===== src/rtl/rsk_pkg.sv =====
// Package for the record sort block: record layout, cell link types and control states.
// Used by rsk_cell and record_sort_by_key_top; depends on nothing else.
package rsk_pkg;

  localparam int unsigned RSK_DEPTH = 16;

  localparam int unsigned KEY_W = 20;
  localparam int unsigned AMT_W = 16;
  localparam int unsigned CLS_W = 2;
  localparam int unsigned TAG_W = 8;

  typedef struct packed {
    logic [KEY_W-1:0] key;
    logic [AMT_W-1:0] amount;
    logic [CLS_W-1:0] cls;
    logic [TAG_W-1:0] tag;
  } rsk_rec_t;

  // Command broadcast to every cell in the chain.
  typedef struct packed {
    logic     ins;
    logic     drain;
    rsk_rec_t rec;
  } rsk_bcast_t;

  // What a cell shows to its neighbors.
  typedef struct packed {
    logic     valid;
    logic     ins;
    rsk_rec_t rec;
  } rsk_link_t;

  typedef enum logic {
    ST_FILL,
    ST_DRAIN
  } rsk_state_t;

endpackage


===== src/rtl/rsk_cell.sv =====
// One cell of the insertion chain: holds one record and its valid bit.
// Depends on rsk_pkg.
module rsk_cell (
  input  logic               clk,
  input  logic               rst_n,
  input  rsk_pkg::rsk_bcast_t bcast,
  input  rsk_pkg::rsk_link_t  from_left,
  input  rsk_pkg::rsk_link_t  from_right,
  output rsk_pkg::rsk_link_t  link
);
  import rsk_pkg::*;

  logic     valid_r;
  logic     valid_nxt;
  rsk_rec_t rec_r;
  rsk_rec_t rec_nxt;
  logic     ins;

  // The new item goes in front of every stored record with a strictly larger key.
  assign ins = !valid_r || (rec_r.key > bcast.rec.key);

  always_comb begin
    valid_nxt = valid_r;
    rec_nxt   = rec_r;
    if (bcast.drain) begin
      valid_nxt = from_right.valid;
      rec_nxt   = from_right.rec;
    end else if (bcast.ins && ins) begin
      if (from_left.ins) begin
        valid_nxt = from_left.valid;
        rec_nxt   = from_left.rec;
      end else begin
        valid_nxt = 1'b1;
        rec_nxt   = bcast.rec;
      end
    end
  end

  always_ff @(posedge clk) begin
    if (!rst_n) begin
      valid_r <= 1'b0;
    end else begin
      valid_r <= valid_nxt;
    end
  end

  always_ff @(posedge clk) begin
    rec_r <= rec_nxt;
  end

  assign link.valid = valid_r;
  assign link.ins   = ins;
  assign link.rec   = rec_r;

endmodule


===== src/rtl/record_sort_by_key_top.sv =====
// Top level of the stable ascending record sorter: a chain of rsk_cell plus fill/drain control.
// Depends on rsk_pkg and rsk_cell.
//
//   channel | direction | ports
//   --------+-----------+---------------------------------------------------------------
//   in      | input     | in_valid, in_ready, in_price_key, in_amount, in_discount_class,
//           |           | in_item_tag, in_batch_end
//   out     | output    | out_valid, out_ready, out_sorted_key, out_sorted_amount,
//           |           | out_sorted_class, out_sorted_tag, out_run_last, out_overflowed
//
// An input item is inserted into the sorted chain in the cycle it is accepted, one item per cycle
// while in_ready is high; if the chain is full, the item is dropped and out_overflowed is set.
// The item marked batch_end switches the block to draining: the n stored records leave from the
// head cell, one per cycle while out_ready is high, and in_ready stays low until the last is taken.
// Reset clears all valid bits, the overflow flag and the state; record contents are not reset.
// Stalls on the output simply hold the chain; no item is lost.
module record_sort_by_key_top (
  input  logic                      clk,
  input  logic                      rst_n,
  input  logic                      in_valid,
  output logic                      in_ready,
  input  logic [rsk_pkg::KEY_W-1:0] in_price_key,
  input  logic [rsk_pkg::AMT_W-1:0] in_amount,
  input  logic [rsk_pkg::CLS_W-1:0] in_discount_class,
  input  logic [rsk_pkg::TAG_W-1:0] in_item_tag,
  input  logic                      in_batch_end,
  output logic                      out_valid,
  input  logic                      out_ready,
  output logic [rsk_pkg::KEY_W-1:0] out_sorted_key,
  output logic [rsk_pkg::AMT_W-1:0] out_sorted_amount,
  output logic [rsk_pkg::CLS_W-1:0] out_sorted_class,
  output logic [rsk_pkg::TAG_W-1:0] out_sorted_tag,
  output logic                      out_run_last,
  output logic                      out_overflowed
);
  import rsk_pkg::*;

  rsk_state_t state_r;
  rsk_state_t state_nxt;
  logic       drop_r;
  logic       drop_nxt;

  rsk_bcast_t bcast;
  rsk_link_t  links [RSK_DEPTH];
  logic [RSK_DEPTH-1:0] cell_vld;

  logic in_acc;
  logic out_acc;
  logic full;

  genvar gi;
  generate
    for (gi = 0; gi < RSK_DEPTH; gi++) begin : g_cell
      rsk_link_t left_link;
      rsk_link_t right_link;
      if (gi == 0) begin : g_head
        assign left_link = '0;
      end else begin : g_mid_l
        assign left_link = links[gi-1];
      end
      if (gi == RSK_DEPTH - 1) begin : g_tail
        assign right_link = '0;
      end else begin : g_mid_r
        assign right_link = links[gi+1];
      end
      rsk_cell u_cell (
        .clk       (clk),
        .rst_n     (rst_n),
        .bcast     (bcast),
        .from_left (left_link),
        .from_right(right_link),
        .link      (links[gi])
      );
      assign cell_vld[gi] = links[gi].valid;
    end
  endgenerate

  assign full    = links[RSK_DEPTH-1].valid;
  assign in_acc  = in_valid && in_ready;
  assign out_acc = out_valid && out_ready;

  assign bcast.ins        = in_acc && !full;
  assign bcast.drain      = out_acc;
  assign bcast.rec.key    = in_price_key;
  assign bcast.rec.amount = in_amount;
  assign bcast.rec.cls    = in_discount_class;
  assign bcast.rec.tag    = in_item_tag;

  always_comb begin
    state_nxt = state_r;
    drop_nxt  = drop_r;
    in_ready  = 1'b0;
    out_valid = 1'b0;
    case (state_r)
      ST_FILL: begin
        in_ready = 1'b1;
        if (in_acc) begin
          if (full) begin
            drop_nxt = 1'b1;
          end
          if (in_batch_end) begin
            state_nxt = ST_DRAIN;
          end
        end
      end
      ST_DRAIN: begin
        out_valid = 1'b1;
        if (out_acc && out_run_last) begin
          state_nxt = ST_FILL;
          drop_nxt  = 1'b0;
        end
      end
      default: begin
        state_nxt = ST_FILL;
      end
    endcase
  end

  always_ff @(posedge clk) begin
    if (!rst_n) begin
      state_r <= ST_FILL;
      drop_r  <= 1'b0;
    end else begin
      state_r <= state_nxt;
      drop_r  <= drop_nxt;
    end
  end

  assign out_sorted_key    = links[0].rec.key;
  assign out_sorted_amount = links[0].rec.amount;
  assign out_sorted_class  = links[0].rec.cls;
  assign out_sorted_tag    = links[0].rec.tag;
  assign out_run_last      = !links[1].valid;
  assign out_overflowed    = drop_r;

  // The occupied cells always form a contiguous run starting at the head.
  a_thermometer: assert property (@(posedge clk) disable iff (!rst_n)
    ((cell_vld & (cell_vld + RSK_DEPTH'(1))) == '0))
    else $error("occupied cells are not contiguous from the head");

  // The two front records are in ascending key order.
  a_head_sorted: assert property (@(posedge clk) disable iff (!rst_n)
    links[1].valid |-> (links[0].rec.key <= links[1].rec.key))
    else $error("head records out of key order");

  // A result is only offered from an occupied head cell.
  a_out_has_data: assert property (@(posedge clk) disable iff (!rst_n)
    out_valid |-> links[0].valid)
    else $error("result offered from an empty chain");

  // Taking the last result of a run empties the chain and reopens the input.
  a_run_end: assert property (@(posedge clk) disable iff (!rst_n)
    (out_acc && out_run_last) |=> (in_ready && (cell_vld == '0) && !out_overflowed))
    else $error("chain not cleared after the last result of a run");

endmodule

===== config.mk =====
export PLATFORM = sky130hd
export DESIGN_NAME = record_sort_by_key_top
export DESIGN_NICKNAME = d
export VERILOG_FILES = /design/src/rtl/rsk_pkg.sv /design/src/rtl/rsk_cell.sv /design/src/rtl/record_sort_by_key_top.sv
export SDC_FILE = /design/constraint.sdc
export NUM_CORES = 2
export LEC_CHECK = 0
export BUFFER_PORTS_ARGS = -buffer_cell sky130_fd_sc_hd__buf_2
export CORE_ASPECT_RATIO = 0.5
export CORE_MARGIN = 2
export CORE_UTILIZATION = 50
export CTS_CLUSTER_DIAMETER = 120
export DETAILED_ROUTE_END_ITERATION = 16
export PLACE_DENSITY = 0.78
export SETUP_SLACK_MARGIN = 0.15
export SYNTH_ARGS = -nofsm -noshare
export SYNTH_HDL_FRONTEND = slang
export SYNTH_SLANG_ARGS = --single-unit

===== constraint.sdc =====
create_clock -name clk -period 8.2 [get_ports clk]
set_input_delay 0.82 -clock clk [delete_from_list [all_inputs] [get_ports clk]]
set_output_delay 0.82 -clock clk [all_outputs]
set_load 0.02 [all_outputs]

* Word level (Yosys, flattened, before mapping)
Index checks and enable logic that the tools add are counted.
Widths: inputs -> output; s select.
** Word-level totals
- Memories :: 0
- Output and inout bits :: 50
- Memory bits (read-only) :: 0
- Input port bits :: 51
- Bits in registers :: 754
- Word-level logic and storage cells :: 272
- Bits in writable memories :: 0
- Latch bits :: 0
** Cells by class
- Div/mod/pow operators :: 0
- Equal/unequal tests :: 3
- $add $sub $neg :: 0
- Order comparisons :: 16
- Bitwise logic cells :: 2
- Shift operators :: 0
- $mul :: 0
- Muxes and demuxes :: 100
- Reduce and logical (&&, ||, !) cells :: 69
** Operator list (number)
- $mux 46 :: 45
- $gt 20x20->1 :: 16
- $mux 1 :: 53
- $reduce_bool 2->1 :: 15
- $logic_and 1x1->1 :: 20
- $logic_not 1->1 :: 16
- $logic_or 1x1->1 :: 16
- $ne 2x1->1 const B :: 2
- $pmux 1 s2 :: 2
- $reduce_and 3->1 :: 1
- $ne 2x2->1 const B :: 1
- $not 1->1 :: 2
- $reduce_or 2->1 :: 1

* Logic depth before layout (Yosys ltp)
- Depth in word-level cells :: 6
- Mapped depth :: 11
- Gate-level depth less buffers :: 9

* Hierarchy
A second synthesis with hierarchy kept.
** Unflattened totals
- Cell total of the unflattened synthesis :: 4576
- Area total of the unflattened synthesis :: 46897.5 um^2
** Modules (own cells, without submodules)
- rsk_cell at g_cell[0].u_cell ... :: area each 2905.3 um^2, cells each 282, seq. area each 1401.3 um^2, instances 11
- rsk_cell at g_cell[5].u_cell ... :: area each 2966.6 um^2, cells each 292, seq. area each 1401.3 um^2, instances 5
- record_sort_by_key_top :: area each 106.4 um^2, cells each 14, seq. area each 40.0 um^2, instances 1

* Worst setup path before layout
OpenSTA, ideal clock, no wires.
- Kind :: in2reg
- Start :: in in_price_key[19] in the netlist's numbering
- End :: reg g_cell[10].u_cell.rec_r, in the netlist g_cell[10].u_cell.link[0] (enable)
- Required time :: 7.687 ns
- Stages on the path :: 10
- Library setup time :: 0.513 ns
- Data arrival time :: 6.028 ns
- Path buffers :: 2
- Slack :: 1.659 ns
- Cells stage by stage :: inv_1 > ha_1 > nand4_1 > or2_2 > a2111o_1 > o2111ai_1 > a21oi_1 > buf_4 > buf_2 > o21ai_0
** Between the ends
- Cells in the longest elaborated chain, start to end :: 4
** Ends and longest elaborated chain
- from (decl) :: RTL line record_sort_by_key_top.sv:22 : input logic [rsk_pkg::KEY_W-1:0] in_price_key,
- $gt 20x20->1 :: RTL line rsk_cell.sv:20 : assign ins = !valid_r || (rec_r.key > bcast.rec.key);
- $logic_or 1x1->1 :: RTL line rsk_cell.sv:20
- $logic_and 1x1->1 :: RTL line rsk_cell.sv:28 : end else if (bcast.ins && ins) begin
- $reduce_bool 2->1 (no line)
- to (signal assigned) :: RTL line rsk_cell.sv:48 : rec_r <= rec_nxt;
- to (decl) :: RTL line rsk_cell.sv:15 : rsk_rec_t rec_r;
No other way between the ends.
A chain may end at the register's enable or synchronous reset.

* Final worst setup path
- Start :: in in_price_key[9] in the netlist's numbering
- End :: reg g_cell[0].u_cell.rec_r, in the netlist g_cell[0].u_cell.link[3] (enable)
** Between the ends
- Cells in the longest elaborated chain, start to end :: 4
** Ends and longest elaborated chain (RTL line)
- $gt 20x20->1 :: rsk_cell.sv:20
- $logic_or 1x1->1 :: rsk_cell.sv:20
- $logic_and 1x1->1 :: rsk_cell.sv:28
- $reduce_bool 2->1 (no line)
- to (signal assigned) :: rsk_cell.sv:48
- to (decl) :: rsk_cell.sv:15
No other way between the ends.

==> results.sh <==
export IMPL_met2_usage=0.446
export IMPL_gp_congestion=1.02
export IMPL_ys_warn_count=0
export IMPL_synth_edf_count=690
export IMPL_root_buffer="clkbuf_16"
export IMPL_setup_slack_ns=2.80
export IMPL_fin_tns_setup_ns=0
export IMPL_use_met1=0.432
export IMPL_syn_inst=4199
export IMPL_clk_path_buf_depth=3
export IMPL_path_class="primary input to flip-flop"
export IMPL_synth_top_family_by_area="multiplexers"
export IMPL_grt_setup_unrepaired="false"
export IMPL_min_path_type="primary input to flip-flop"
export IMPL_cp_cell_sequence="buf_2 -> inv_1 -> ha_1 -> and4_1 -> nor4bb_1 -> a21boi_0 -> a2111oi_0 -> o21a_4 -> o21ai_4 -> buf_4"
export IMPL_ys_types=50
export IMPL_synth_mux_area_frac=0.146
export IMPL_hold_violations=0
export IMPL_mappedNetlistArea_sq_um=44200
export IMPL_first_global_vias=31900
export IMPL_critPathSlowestCell="o21ai_4"
export IMPL_cpPeakStageDelay_ns=1.07
export IMPL_critPathTopFamily="compound AO/OA/AOI/OAI gates"
export IMPL_dieArea_sq_um=90900
export IMPL_busiest_layer="met2"
export IMPL_hpwlAfterDp_microns=89900
export IMPL_synth_compound_area_frac=0.131
export IMPL_rows=76
export IMPL_vdd_ir_drop_max_mv=0.160
export IMPL_grt_max_degree=256
export IMPL_initial_utilization=0.509
export IMPL_h_tree_depth=3
export IMPL_setup_violations=0
export IMPL_met3_usage=0.0602
export IMPL_pre_cts_slack_ns=2.37
export IMPL_die_width_microns=424
export IMPL_syn_nets=4550
export IMPL_status="complete, no violations"
export IMPL_routed_wl_microns=140000
export IMPL_r2r_slack_ns=3.27
export IMPL_grt_overflow_total=0
export IMPL_layout_min_cycle_time_ns=5.40
export IMPL_ios=101
export IMPL_synthSimpleGateAreaFrac=0.102
export IMPL_numPortBuffers=100
export IMPL_drtAntennaViolNets=0
export IMPL_period_share=0.659
export IMPL_worst_slew_pin_transition_ns=1.41
export IMPL_clock_latency_ns=0.65
export IMPL_synth_largest_area_cell="edfxtp_1"
export IMPL_cts_tree="done"
export IMPL_post_cts_resized=0
export IMPL_postCtsSetupRepairBufs=0
export IMPL_clkTransAtPathRegs_ns=0.06
export IMPL_ys_flop_type="edfxtp_1"
export IMPL_cts_sinks=754
export IMPL_layout_drive_gt1_share=0.0722
export IMPL_antenna_found_initial=4
export IMPL_holdBufCountCts=0
export IMPL_vias=34300
export IMPL_die_h_microns=214
export IMPL_synth_adder_area_share=0.0850
export IMPL_cp_data_arrival_time_ns=5.68
export IMPL_drc_errors=0
export IMPL_critPathMaxFanout=24
export IMPL_worstSetupEndpointType="flip-flop"
export IMPL_cts_buffers=72
export IMPL_p_per_area_nw_per_um2=248
export IMPL_grt_usage=0.299
export IMPL_relSlewSlack=0.0588
export IMPL_grt_pass1_wl_microns=205000
export IMPL_drv_cap=0
export IMPL_finalMaxSlewViolations=0
export IMPL_drt_iter0_drc=4905
export IMPL_synthXorXnorAreaFrac=0
export IMPL_max_freq_ghz=0.185
export IMPL_fin_util=0.551
export IMPL_drt_vias_per_instance=6.40
export IMPL_wire_per_inst_microns=26.2
export IMPL_dr_pass1_iters=6
export IMPL_start_kind="primary input"
export IMPL_avgSynthCellArea_sq_um=10.5
export IMPL_synthTopCellsByArea="edfxtp_1, mux2i_1, ha_1"
export IMPL_p_leak_nw=17.3
export IMPL_finalNetCount=4474
export IMPL_synth_seq_area_share=0.498
export IMPL_critPathBufInv=3
export IMPL_yosysTopAreaCellShare=0.469
export IMPL_async_flop_share=0
export IMPL_clock_skew_ns=0.0202
export IMPL_worstPathRequired_ns=8.48
export IMPL_core_area_sq_um=86700
export IMPL_ys_ff_latch=754
export IMPL_area_delta_synth_final_pct=8.31
## metal layers
metal	vias up	part of all wire
met5	-	0.00015
met4	4	0.035
met3	284	0.11
met2	2037	0.43
met1	16600	0.42
li1	15400	-
## synthesized netlist by cell type (all sizes together) (3+ instances only)
library cell	number
dfxtp	64
edfxtp	690
and4	5
and2	5
mux2i	644
a22oi	3
nand3	42
nand4	61
o211ai	39
nand2	302
a221oi	3
nand4b	6
or4b	4
buf	103
nand2b	10
nor4	27
ha	300
a21o	59
o41ai	3
a21oi	709
nor2	556
nor2b	13
o21a	4
inv	57
o21ai	224
a211oi	7
clkbuf	202
a2111o	3
a21boi	9
nor3	31
## path summary, 6_finish.rpt
kind,to,startpoint,cells past startpoint
setup / recovery,g_cell[0].u_cell.link[3],in_price_key[9],10
hold / removal,state_r,in_batch_end,3
setup reg to reg,g_cell[0].u_cell.link[3],g_cell[0].u_cell.link[36],8
hold reg to reg,g_cell[15].u_cell.link[5],g_cell[15].u_cell.link[5],2
## area by class of cell
type / instances / area, sq um
Fill cell: 7287 / 38900
Sequential cell: 754 / 22000
Multi-Input combinational cell: 3083 / 20800
Clock buffer: 100 / 2000
Tap cell: 1170 / 1460
Timing Repair Buffer: 155 / 976
Clock inverter: 34 / 369
Inverter: 57 / 214
Antenna cell: 2 / 5.00
## where the power goes
part	total, mW	switching [mW]	internal [mW]	leakage (nW)
Clock	3.45	1.58	1.86	1.15
Sequential	5.66	0.529	5.13	7.16
Combinational	2.76	1.76	0.997	8.95
Total	11.9	3.88	8.00	17.3
## cell families (layout without fill, tap and decap cells)
family          Yosys count  in the layout
flops                   754            754
fa+ha+maj               300            300
buf+inv                 362            346
simple gates           1067           1067
compound gates         1072           1072
other cells               0              2
mux                     644            644
## cell usage in the layout, fill, tap and decap left out, types with 4 or more instances in the layout
master and n:
mux2i_1 644, and4_1 5, inv_6 5, a21oi_4 4
clkinv_1 9, nand2b_1 9, edfxtp_1 690, o211ai_1 39
nand4b_1 6, o21ai_0 207, nor4_1 27, inv_1 57
nor2b_1 12, a21o_1 59, nand3_1 41, o21ai_4 16
dfxtp_1 64, a21oi_1 705, nor2_1 556, buf_12 5
nor3_1 31, clkinv_2 8, clkbuf_8 9, clkbuf_16 72
a21boi_0 6, bufinv_16 4, ha_1 300, clkbuf_1 19
nand4_1 60, buf_2 100, nand2_1 301, buf_4 50
a211oi_4 7, and2_1 4
## through the flow
| step | instances | cell area (sq um) | total power [mW] | hold WS [ns] |
|---|---|---|---|---|
| finish | 5355 | 47800 | 11.9 | 0.422 |
| global placement | 5219 | 45500 | 8.28 | 0.523 |
| global route | 5355 | 47800 | 12.3 | 0.415 |
| detailed placement | 5219 | 45500 | 8.40 | 0.531 |
| floorplan | 4199 | 44200 | 7.37 | 0.498 |
| CTS | 5353 | 47800 | 11.8 | 0.398 |
## worst min-delay path, cell delays in order
cell and delay [ns]:
buf_2 0.07, a21oi_1 0.06, nor2_1 0.08
## registers in the layout, indices dropped and copies added, names as in the netlist
register,flops
g_cell.u_cell.valid_r,16
out_overflowed,1
g_cell.u_cell.link,736
state_r,1
Note: power is estimated with default switching activity, not from simulation.
